[src/hdl/circular_deque_defines.svh]
// ----------------------------------------------------------------------------
// circular_deque_defines.svh
// Assertion macros used by the circular deque top module.
// ----------------------------------------------------------------------------
`ifndef CIRCULAR_DEQUE_DEFINES_SVH
`define CIRCULAR_DEQUE_DEFINES_SVH

// Same-cycle implication, checked at every rising edge outside reset.
`define CDQ_ASSERT_IMPLY(label, clk, rst, ante, cons) \
  label: assert property (@(posedge clk) disable iff (rst) (ante) |-> (cons)) \
    else $error("circular_deque: same-cycle check failed");

// Next-cycle implication, checked at every rising edge outside reset.
`define CDQ_ASSERT_NEXT(label, clk, rst, ante, cons) \
  label: assert property (@(posedge clk) disable iff (rst) (ante) |=> (cons)) \
    else $error("circular_deque: next-cycle check failed");

`endif

[src/hdl/cdq_pkg.sv]
// ----------------------------------------------------------------------------
// cdq_pkg
// Types and constants shared by the circular deque modules.
// ----------------------------------------------------------------------------
package cdq_pkg;

  // Default sizing of the ring store.
  localparam int CAPACITY_DEF   = 16;
  localparam int DATA_WIDTH_DEF = 32;

  // Width of the value fields on the ports.
  localparam int FIELD_WIDTH = 32;

  // Command codes.
  typedef enum logic [1:0] {
    CMD_PUSH_FRONT = 2'd0,
    CMD_PUSH_REAR  = 2'd1,
    CMD_POP_FRONT  = 2'd2,
    CMD_POP_REAR   = 2'd3
  } cmd_t;

  // Result status codes.
  typedef enum logic [1:0] {
    ST_DONE  = 2'd0,
    ST_FULL  = 2'd1,
    ST_EMPTY = 2'd2
  } status_t;

  // Controller states.
  typedef enum logic {
    CTL_IDLE  = 1'b0,
    CTL_REPLY = 1'b1
  } state_t;

  // Commands from the controller to the datapath.
  typedef struct packed {
    logic do_push;
    logic do_pop;
    logic at_front;
    logic reject_full;
    logic reject_empty;
  } ctl_t;

  // Status from the datapath to the controller.
  typedef struct packed {
    logic empty;
    logic full;
  } flags_t;

endpackage

[src/hdl/circular_deque.sv]
// ----------------------------------------------------------------------------
// circular_deque
// Double-ended queue held in a ring store of CAPACITY entries.
// ----------------------------------------------------------------------------
// Usage:
//   A request is taken at a rising edge where start is high and busy is low.
//   command selects push front, push rear, pop front or pop rear; push_value
//   is stored by a push and ignored by a pop.
//   Each request gives one result in the cycle after it is taken: done is high for exactly
//   that cycle, with pop_value, status, occupancy, is_empty and is_full.
//   A push into a full store or a pop from an empty one changes nothing and
//   reports the matching status with pop_value zero.
//   The result fields are registered; pop_value comes from the registered read port of the store.
//   Throughput is one request per cycle: busy stays low, and a request may
//   be taken in the same cycle that shows the previous result.
//   The receiver cannot stall; each result is valid only while done is high.
//   Synchronous reset empties the queue and clears both indices; the store
//   contents are not cleared, since an entry is only read after a push.
// ----------------------------------------------------------------------------
`include "circular_deque_defines.svh"

module circular_deque #(
  parameter int CAPACITY   = cdq_pkg::CAPACITY_DEF,
  parameter int DATA_WIDTH = cdq_pkg::DATA_WIDTH_DEF
) (
  input  logic                                   clk,
  input  logic                                   rst,
  input  logic                                   start,
  output logic                                   busy,
  input  logic [1:0]                             command,
  input  logic signed [cdq_pkg::FIELD_WIDTH-1:0] push_value,
  output logic                                   done,
  output logic signed [cdq_pkg::FIELD_WIDTH-1:0] pop_value,
  output logic [1:0]                             status,
  output logic [$clog2(CAPACITY+1)-1:0]          occupancy,
  output logic                                   is_empty,
  output logic                                   is_full
);

  cdq_pkg::ctl_t   ctl;
  cdq_pkg::flags_t flags;

  // Request decode and result strobe.
  cdq_ctrl u_ctrl (
    .clk     (clk),
    .rst     (rst),
    .start   (start),
    .command (command),
    .flags   (flags),
    .ctl     (ctl),
    .busy    (busy),
    .done    (done)
  );

  // Indices, count and ring store.
  cdq_datapath #(
    .CAPACITY   (CAPACITY),
    .DATA_WIDTH (DATA_WIDTH)
  ) u_datapath (
    .clk        (clk),
    .rst        (rst),
    .ctl        (ctl),
    .push_value (push_value),
    .flags      (flags),
    .pop_value  (pop_value),
    .status     (status),
    .occupancy  (occupancy)
  );

  assign is_empty = flags.empty;
  assign is_full  = flags.full;

  // The count never exceeds the capacity.
  `CDQ_ASSERT_IMPLY(a_count_bound, clk, rst, 1'b1, occupancy <= CAPACITY)

  // A rejected request never returns a value.
  `CDQ_ASSERT_IMPLY(a_reject_zero, clk, rst, done && (status != cdq_pkg::ST_DONE), pop_value == '0)

  // An accepted push into a store with room grows the count by one.
  `CDQ_ASSERT_NEXT(a_push_grows, clk, rst, start && !busy && !command[1] && !is_full, occupancy == $past(occupancy) + 1'b1)

  // An accepted pop from a store with entries shrinks the count by one.
  `CDQ_ASSERT_NEXT(a_pop_shrinks, clk, rst, start && !busy && command[1] && !is_empty, occupancy == $past(occupancy) - 1'b1)

endmodule

[src/hdl/cdq_ram.sv]
// ----------------------------------------------------------------------------
// cdq_ram
// Generic single-write, single-read RAM with a registered read port.
// ----------------------------------------------------------------------------
module cdq_ram #(
  parameter int WIDTH = 32,
  parameter int DEPTH = 16
) (
  input  logic                     clk,
  input  logic                     we,
  input  logic [$clog2(DEPTH)-1:0] waddr,
  input  logic [WIDTH-1:0]         wdata,
  input  logic                     re,
  input  logic [$clog2(DEPTH)-1:0] raddr,
  output logic [WIDTH-1:0]         rdata
);

  logic [WIDTH-1:0] mem [DEPTH];

  // Write port.
  always_ff @(posedge clk) begin
    if (we) begin
      mem[waddr] <= wdata;
    end
  end

  // Registered read port.
  always_ff @(posedge clk) begin
    if (re) begin
      rdata <= mem[raddr];
    end
  end

endmodule

[src/hdl/cdq_ctrl.sv]
// ----------------------------------------------------------------------------
// cdq_ctrl
// Controller: accepts requests, decodes the command against the store
// flags and strobes the result in the cycle after acceptance.
// ----------------------------------------------------------------------------
module cdq_ctrl (
  input  logic          clk,
  input  logic          rst,
  input  logic          start,
  input  logic [1:0]    command,
  input  cdq_pkg::flags_t flags,
  output cdq_pkg::ctl_t ctl,
  output logic          busy,
  output logic          done
);

  cdq_pkg::state_t state;
  cdq_pkg::state_t state_next;
  logic            accept;

  // The datapath completes each request at the edge that takes it, so a new request
  // can be taken in any cycle, including the one that shows a result.
  assign busy   = 1'b0;
  assign accept = start && !busy;

  // State register.
  always_ff @(posedge clk) begin
    if (rst) begin
      state <= cdq_pkg::CTL_IDLE;
    end else begin
      state <= state_next;
    end
  end

  // Next state, result strobe and command decode.
  always_comb begin
    state_next = accept ? cdq_pkg::CTL_REPLY : cdq_pkg::CTL_IDLE;
    done       = (state == cdq_pkg::CTL_REPLY);
    ctl        = '0;
    if (accept) begin
      unique case (cdq_pkg::cmd_t'(command))
        cdq_pkg::CMD_PUSH_FRONT: begin
          ctl.do_push     = !flags.full;
          ctl.reject_full = flags.full;
          ctl.at_front    = 1'b1;
        end
        cdq_pkg::CMD_PUSH_REAR: begin
          ctl.do_push     = !flags.full;
          ctl.reject_full = flags.full;
        end
        cdq_pkg::CMD_POP_FRONT: begin
          ctl.do_pop       = !flags.empty;
          ctl.reject_empty = flags.empty;
          ctl.at_front     = 1'b1;
        end
        cdq_pkg::CMD_POP_REAR: begin
          ctl.do_pop       = !flags.empty;
          ctl.reject_empty = flags.empty;
        end
        default: begin
          ctl = '0;
        end
      endcase
    end
  end

endmodule

[src/hdl/cdq_datapath.sv]
// ----------------------------------------------------------------------------
// cdq_datapath
// Datapath: head and tail indices, entry count, ring store and the
// registered result fields.
// ----------------------------------------------------------------------------
module cdq_datapath #(
  parameter int CAPACITY   = cdq_pkg::CAPACITY_DEF,
  parameter int DATA_WIDTH = cdq_pkg::DATA_WIDTH_DEF
) (
  input  logic                                 clk,
  input  logic                                 rst,
  input  cdq_pkg::ctl_t                        ctl,
  input  logic signed [cdq_pkg::FIELD_WIDTH-1:0] push_value,
  output cdq_pkg::flags_t                      flags,
  output logic signed [cdq_pkg::FIELD_WIDTH-1:0] pop_value,
  output logic [1:0]                           status,
  output logic [$clog2(CAPACITY+1)-1:0]        occupancy
);

  localparam int IW = $clog2(CAPACITY);
  localparam int CW = $clog2(CAPACITY + 1);
  localparam int FW = cdq_pkg::FIELD_WIDTH;
  localparam logic [IW-1:0] LAST_IDX = IW'(CAPACITY - 1);
  localparam logic [IW-1:0] ZERO_IDX = '0;
  localparam logic [CW-1:0] FULL_CNT = CW'(CAPACITY);
  localparam logic [CW-1:0] ONE_CNT  = CW'(1);

  logic [IW-1:0]         head;
  logic [IW-1:0]         head_next;
  logic [IW-1:0]         tail;
  logic [IW-1:0]         tail_next;
  logic [CW-1:0]         count;
  logic [CW-1:0]         count_next;
  cdq_pkg::status_t      status_q;
  logic                  pop_ok;
  logic                  we;
  logic [IW-1:0]         waddr;
  logic [IW-1:0]         raddr;
  logic [DATA_WIDTH-1:0] wdata;
  logic [DATA_WIDTH-1:0] rdata;
  logic [FW-1:0]         rdata_ext;

  // Ring index step forward with wrap.
  function automatic logic [IW-1:0] idx_inc(input logic [IW-1:0] i);
    return (i == LAST_IDX) ? ZERO_IDX : i + IW'(1);
  endfunction

  // Ring index step backward with wrap.
  function automatic logic [IW-1:0] idx_dec(input logic [IW-1:0] i);
    return (i == ZERO_IDX) ? LAST_IDX : i - IW'(1);
  endfunction

  // Fit the port value to the stored width and back.
  if (DATA_WIDTH > FW) begin : g_wide
    assign wdata     = {{(DATA_WIDTH - FW){1'b0}}, push_value};
    assign rdata_ext = rdata[FW-1:0];
  end else if (DATA_WIDTH == FW) begin : g_same
    assign wdata     = push_value;
    assign rdata_ext = rdata;
  end else begin : g_narrow
    assign wdata     = push_value[DATA_WIDTH-1:0];
    assign rdata_ext = {{(FW - DATA_WIDTH){1'b0}}, rdata};
  end

  // Flags of the current contents, used by the next request and the result.
  assign flags.empty = (count == '0);
  assign flags.full  = (count == FULL_CNT);

  // Index, count and store port update for one request.
  always_comb begin
    head_next  = head;
    tail_next  = tail;
    count_next = count;
    we         = 1'b0;
    waddr      = head;
    raddr      = ctl.at_front ? head : tail;
    if (ctl.do_push) begin
      we         = 1'b1;
      count_next = count + ONE_CNT;
      if (count == '0) begin
        head_next = ZERO_IDX;
        tail_next = ZERO_IDX;
        waddr     = ZERO_IDX;
      end else if (ctl.at_front) begin
        head_next = idx_dec(head);
        waddr     = head_next;
      end else begin
        tail_next = idx_inc(tail);
        waddr     = tail_next;
      end
    end else if (ctl.do_pop) begin
      count_next = count - ONE_CNT;
      if (count > ONE_CNT) begin
        if (ctl.at_front) begin
          head_next = idx_inc(head);
        end else begin
          tail_next = idx_dec(tail);
        end
      end
    end
  end

  // Index, count and result registers.
  always_ff @(posedge clk) begin
    if (rst) begin
      head     <= '0;
      tail     <= '0;
      count    <= '0;
      status_q <= cdq_pkg::ST_DONE;
      pop_ok   <= 1'b0;
    end else begin
      head  <= head_next;
      tail  <= tail_next;
      count <= count_next;
      if (ctl.do_push || ctl.do_pop || ctl.reject_full || ctl.reject_empty) begin
        pop_ok <= ctl.do_pop;
        if (ctl.reject_full) begin
          status_q <= cdq_pkg::ST_FULL;
        end else if (ctl.reject_empty) begin
          status_q <= cdq_pkg::ST_EMPTY;
        end else begin
          status_q <= cdq_pkg::ST_DONE;
        end
      end
    end
  end

  // Ring store.
  cdq_ram #(
    .WIDTH (DATA_WIDTH),
    .DEPTH (CAPACITY)
  ) u_ram (
    .clk   (clk),
    .we    (we),
    .waddr (waddr),
    .wdata (wdata),
    .re    (ctl.do_pop),
    .raddr (raddr),
    .rdata (rdata)
  );

  // Result fields; the count already reflects the request being reported.
  assign pop_value = pop_ok ? rdata_ext : '0;
  assign status    = status_q;
  assign occupancy = count;

endmodule

[config.mk]
export PLATFORM = sky130hd
export DESIGN_NAME = circular_deque
export DESIGN_NICKNAME = d
export VERILOG_FILES = /design/src/hdl/cdq_pkg.sv /design/src/hdl/circular_deque.sv /design/src/hdl/cdq_ram.sv /design/src/hdl/cdq_ctrl.sv /design/src/hdl/cdq_datapath.sv
export VERILOG_INCLUDE_DIRS = /design/src /design/src/hdl
export SDC_FILE = /design/constraint.sdc
export NUM_CORES = 1
export LEC_CHECK = 0
export BUFFER_PORTS_ARGS = -buffer_cell sky130_fd_sc_hd__buf_2
export CAP_MARGIN = 5
export CORE_MARGIN = 4
export CORE_UTILIZATION = 55
export CTS_CLUSTER_DIAMETER = 150
export DETAILED_ROUTE_END_ITERATION = 8
export PLACE_DENSITY = 0.71
export REMOVE_ABC_BUFFERS = 1
export SETUP_SLACK_MARGIN = 0.15
export SYNTH_ARGS = -nofsm -noshare
export SYNTH_HDL_FRONTEND = slang
export SYNTH_SLANG_ARGS = --single-unit
[constraint.sdc]
create_clock -name clk -period 4 [get_ports clk]
set_input_delay 0.4 -clock clk [delete_from_list [all_inputs] [get_ports clk]]
set_output_delay 0.4 -clock clk [all_outputs]
set_load 0.01 [all_outputs]
### Yosys cells after proc, flatten, opt, wreduce, memory -nomap -nowiden

Memories as Yosys holds them, arrays and structs flattened. A register that Yosys moved wholly into a read port is not among the register bits.
Cells that the tools add are included.

* reductions and logical operators: 18
* order comparisons: 1
* mux-type cells: 35
* eq/ne operators: 8
* $add $sub $neg: 6

Operator list (count)
* $mux 4: 20
* $mux 32: 1
* $mux 5: 3
* $mux 1: 9
* $add 4x1->4 const B: 2
* $eq 4x4->1 const B: 2
* $logic_not 4->1: 2
* $reduce_and 4->1: 2
* $reduce_bool 2->1: 4
* $sub 4x1->4 const B: 2
* $reduce_or 2->1: 3
* $add 5x1->5 const B: 1
* $eq 5x5->1 const B: 1
* $gt 5x1->1 const B: 1
* $logic_not 5->1: 1
* $sub 5x1->5 const B: 1
* $eq 2x2->1 const B: 2
* $mux 2: 2
* $logic_or 1x1->1: 3
* $eq 2x1->1 const B: 1
* $logic_not 1->1: 2
* $logic_not 2->1: 1
* $ne 2x1->1 const B: 1
* $ne 2x2->1 const B: 1

* word-level logic and storage cells: 75
* register bits after elaboration: 17
* RAM bits: 512
* memories kept: 1
* input bits: 37

Memory list
* u_datapath.u_ram.mem: depth 16, width 32, rd ports 1, clocked after memory_dff 1, write ports 1, line cdq_ram.sv:18 `logic [WIDTH-1:0] mem [DEPTH];`

### Longest topological paths before layout

* depth after elaboration: 8
* depth in mapped cells: 9
* mapped depth without buffers: 8

### Cells and area by module

From an unflattened synthesis, not the netlist that was laid out.

* cells, all modules: 1049
* area, all modules: 21743.4 um^2

Modules (own cells, without submodules)
* cdq_ram: cells each 838, area each 20174.3 um^2, instances 1
* cdq_datapath: cells each 202, area each 1488.9 um^2, instances 1
* cdq_ctrl: cells each 9, area each 80.1 um^2, instances 1

### Worst setup path after synthesis

No wires, ideal clock.

* path type: reg2reg
* start point: register u_datapath.count[0], in the netlist u_datapath.occupancy[0]
* end point: memory u_datapath.u_ram.mem[0][0], enable pin
* required time: 3.539 ns
* setup time: 0.461 ns
* cell stages (with the launch flop): 9
* arrival time: 4.001 ns
* setup slack: -0.462 ns
* cells stage by stage: dfxtp_1 inv_1 ha_1 and4bb_2 nor2_1 buf_2 o31ai_1 a22o_1 nor3_1

* cells in the longest elaborated chain, start to end: 7

RTL lines
* start, declared: line cdq_datapath.sv:32 `logic [CW-1:0] count;`
* start signal, assigned: line cdq_datapath.sv:114 `count <= count_next;`
* $eq 5x5->1 *: line cdq_datapath.sv:67 `assign flags.full = (count == FULL_CNT);`
* named net is_full: line circular_deque.sv:37 `output logic is_full`
* $logic_not 1->1 *: line cdq_ctrl.sv:43, cdq_ctrl.sv:48
* $mux 1 *
* $mux 5 *: line cdq_ctrl.sv:40 `if (accept) begin`
* $mux 1: line cdq_datapath.sv:77 `if (ctl.do_push) begin`
* $mux 1: line cdq_ram.sv:22 `if (we) begin`
* $mux 1 (not written as such): line cdq_ram.sv:23 `mem[waddr] <= wdata;`
* end, declared: line cdq_ram.sv:18

Mark *: on every way through the listed nets, which the timed path passes. The rest lies on a longest branch.

### Final worst setup path

* start point: register u_datapath.head[1]
* end point: memory u_datapath.u_ram.mem[15][16], enable pin

* cells in the longest elaborated chain, start to end: 5

RTL lines
* start, declared: line cdq_datapath.sv:28 `logic [IW-1:0] head;`
* start signal, assigned: line cdq_datapath.sv:112 `head <= head_next;`
* $sub 4x1->4 / $logic_not 4->1 (equally long branches): line cdq_datapath.sv:50 `return (i == ZERO_IDX) ? LAST_IDX : i - IW'(1);`
* $mux 4: line cdq_datapath.sv:50
* $mux 4: line cdq_datapath.sv:84 `end else if (ctl.at_front) begin`
* $mux 4: line cdq_datapath.sv:80 `if (count == '0) begin`
* $mux 4 *: line cdq_datapath.sv:77

Mark *: on every way between the ends. The rest lies on a longest branch, timed or not.

==> flow_metrics.env <==
export IMPL_ant_nets=0
export IMPL_pre_cts_ws_ps=801.5
export IMPL_yosysWarningCount=0
export IMPL_cpPeakStageDelay_ps=980
export IMPL_r2r_start="u_datapath.head[1]$_SDFFE_PP0P_"
export IMPL_wirelength_um=52870
export IMPL_grt_max_degree=55
export IMPL_gp_congestion=0.9192
export IMPL_cp_max_fo=24
export IMPL_tightestPinTransition_ps=1251
export IMPL_finalCritPeriodShare_pct=82.08
export IMPL_rsz0062_at_grt="false"
export IMPL_wire_per_inst_um=23.21
export IMPL_hold_buffers=0
export IMPL_clk_pin_slew_ps=60
export IMPL_die_area_um2=44030
export IMPL_finalPower_mw=15.73
export IMPL_synth_most_common_cell="edfxtp_1"
export IMPL_cts_path_max_buffers=3
export IMPL_dpl_hpwl_um=28730
export IMPL_whs_ps=92.85
export IMPL_initialDrtViolationCount=1424
export IMPL_ff2ff_setup_slack_ps=720
export IMPL_synth_ff_type="edfxtp_1"
export IMPL_via_per_inst=6.038
export IMPL_power_density_nw_per_um2=617.1
export IMPL_worstHoldEndpoint="u_datapath.status[1]$_SDFFE_PP0P_"
export IMPL_worstPathArrival_ps=3620
export IMPL_drtPass1Iterations=5
export IMPL_io_pins=80
export IMPL_timing_final_hold_violations=0
export IMPL_worst_path_max_delay_cell="a21oi_1"
export IMPL_numCtsBuffers=56
export IMPL_max_vdd_ir_drop_uv=379.4
export IMPL_synth_area_leaders="edfxtp_1 73%, nand2_1 6.7%, mux2i_1 3.3%, a21oi_1 2.6%, dfxtp_1 1.5%"
export IMPL_hp_start="command[1]"
export IMPL_h_tree_depth=2
export IMPL_route_detailed_drc=0
export IMPL_max_cap_viol_count=0
export IMPL_synth_cell_type_count=57
export IMPL_drv_slew=0
export IMPL_finClkSkew_ps=12.69
export IMPL_period_minus_slack_ps=3283
export IMPL_drive_above_1_share_pct=13.89
export IMPL_slew_headroom_pct=16.62
export IMPL_routed_via_count=13750
export IMPL_dieWidth_um=209.8
export IMPL_start_kind="flop"
export IMPL_async_flop_share_pct=0
export IMPL_hold_depth=3
export IMPL_worstSetupPathType="reg2reg"
export IMPL_finalWorstSetupSlack_ps=716.7
export IMPL_critPathRequiredTime_ps=4340
export IMPL_synth_area_leader_cell="edfxtp_1"
export IMPL_p_leak_nw=9.089
export IMPL_cts_resized=0
export IMPL_status="finished clean"
export IMPL_syn_avg_cell_area_um2=13.83
export IMPL_max_freq_mhz=304.6
export IMPL_fillers=2914
export IMPL_ctsRootBufferMaster="clkbuf_16"
export IMPL_end_kind="flop"
export IMPL_ys_top_cells_by_count="544 x edfxtp_1, 402 x nand2_1, 115 x a21oi_1"
export IMPL_path_cells="inv_1 -> ha_1 -> inv_1 -> o21ai_0 -> a21oi_1 -> a211oi_2 -> a21oi_1 -> nor2_4 -> buf_12"
export IMPL_r2r_end="u_datapath.u_ram.mem[15][16]$_DFFE_PP_"
export IMPL_synth_edf_count=544
export IMPL_area_delta_synth_final_pct=13.79
export IMPL_cts_tree="built"
export IMPL_yosys_register_bits=561
export IMPL_synth_area_um2=22410
export IMPL_nNetsFinal=1751
export IMPL_grt_overflow_total=0
export IMPL_clock_latency_ps=610
export IMPL_syn_inst=1620
export IMPL_cts_setup_buffers=0
export IMPL_start_util_pct=56.01
export IMPL_core_rowCount=73
export IMPL_port_buffers=78
export IMPL_synth_top_area_share_pct=72.91
export IMPL_r2r_cells=9
export IMPL_ys_seq_area_share_pct=74.42
export IMPL_cts_num_sinks=561
export IMPL_coreArea_um2=40010
export IMPL_final_setup_tns_ps=0
export IMPL_antenna_found_initial=5
export IMPL_die_y_um=209.8
export IMPL_hp_class="in2reg"
export IMPL_grt_use_total_pct=23.90
export IMPL_finalSetupViolations=0
export IMPL_grt_pass1_vias=13520
export IMPL_final_util_pct=63.73
export IMPL_grt_first_pass_wirelength_um=80670
## metrics by stage
stage / instances / area [um2]
global placement: 2172 / 23760
finish: 2278 / 25500
CTS: 2274 / 25490
detailed placement: 2172 / 23760
global route: 2276 / 25490
floorplan: 1519 / 21890
## registers in the layout, summed over array words and instances (netlist names)
register	flops
u_ctrl.done	1
u_datapath.head	4
u_datapath.occupancy	5
u_datapath.pop_ok	1
u_datapath.status	2
u_datapath.tail	4
u_datapath.u_ram.mem	512
u_datapath.u_ram.rdata	32
## cells in the final DEF (no fill, tap or decap), types with 5 or more instances in the layout
| cell type | count |
|---|---|
| mux2i_4 | 6 |
| ha_1 | 9 |
| inv_6 | 5 |
| clkinv_1 | 11 |
| mux2i_1 | 72 |
| a211oi_1 | 5 |
| buf_4 | 30 |
| edfxtp_1 | 544 |
| o221ai_1 | 15 |
| nor4_1 | 18 |
| buf_2 | 78 |
| o21ai_0 | 12 |
| clkinv_2 | 11 |
| nand4_1 | 33 |
| o22ai_1 | 16 |
| buf_12 | 20 |
| a32oi_1 | 33 |
| nand3_1 | 60 |
| nand2_1 | 402 |
| clkbuf_16 | 57 |
| and2_1 | 35 |
| nor2_4 | 14 |
| a21oi_1 | 115 |
| o21ai_1 | 16 |
| nand2b_1 | 9 |
| inv_1 | 8 |
| dfxtp_1 | 17 |
| nor2_1 | 29 |
| clkbuf_1 | 13 |
## critical path: cells and delay by family (launching register included)
| kind | cells | cell delay [ps] |
|---|---|---|
| AO/OA/AOI/OAI | 4 | 1430 |
| flip-flops | 1 | 550 |
| AND/OR/NAND/NOR | 1 | 240 |
| buffers and inverters | 3 | 500 |
| adder cells (fa/ha/maj) | 1 | 250 |
## how the worst max path moves through the flow
stage | start | to | slack, ps | cells after the start
global placement | u_datapath.head[1]$_SDFFE_PP0P_ | u_datapath.u_ram.mem[15][28]$_DFFE_PP_ | 840 | 9
CTS | u_datapath.head[1]$_SDFFE_PP0P_ | u_datapath.u_ram.mem[15][5]$_DFFE_PP_ | 770 | 9
detailed placement | u_datapath.tail[1]$_SDFFE_PP0P_ | u_datapath.u_ram.mem[9][28]$_DFFE_PP_ | 800 | 8
finish | u_datapath.head[1]$_SDFFE_PP0P_ | u_datapath.u_ram.mem[15][16]$_DFFE_PP_ | 720 | 9
floorplan | start | u_datapath.u_ram.rdata[29]$_DFFE_PP_ | -5620 | 6
global route | u_datapath.head[1]$_SDFFE_PP0P_ | u_datapath.u_ram.mem[15][17]$_DFFE_PP_ | 560 | 9
## layer usage
metal	global-route usage (%)	up-vias	part of all wire [%]
met3	3.318	92	7.1
met5	0	-	0.023
met1	33.13	6877	41
met2	39.83	592	50
met4	7.493	2	2.4
li1	-	6191	-
## logic make-up after synthesis
logic type,Yosys count,synth area share [%]
buf+inv,111,2.490
fa+ha+maj,9,0.5026
compound gates,235,6.567
xor+xnor,6,0.2345
other cells,1,0.01674
flops,561,74.42
simple gates,618,12.08
mux,79,3.680
## power breakdown
part / total (mW) / internal, mW / switching [mW]
combinational: 3.64 / 1.22 / 2.42
sequential: 7.13 / 6.94 / 0.192
clock: 4.96 / 2.81 / 2.15
## layout make-up
cell class | instances | area, um2 | area share (%)
clock inverter | 32 | 247.7 | 0.9716
antenna | 4 | 10.01 | 0.03926
tap | 525 | 656.9 | 2.576
inverter | 10 | 37.54 | 0.1472
sequential | 561 | 16680 | 65.40
clock buffer | 70 | 1475 | 5.786
timing repair buffer | 128 | 1016 | 3.985
multi-input combinational | 948 | 5378 | 21.09
No activity file was read; power rests on OpenSTA's default activity.
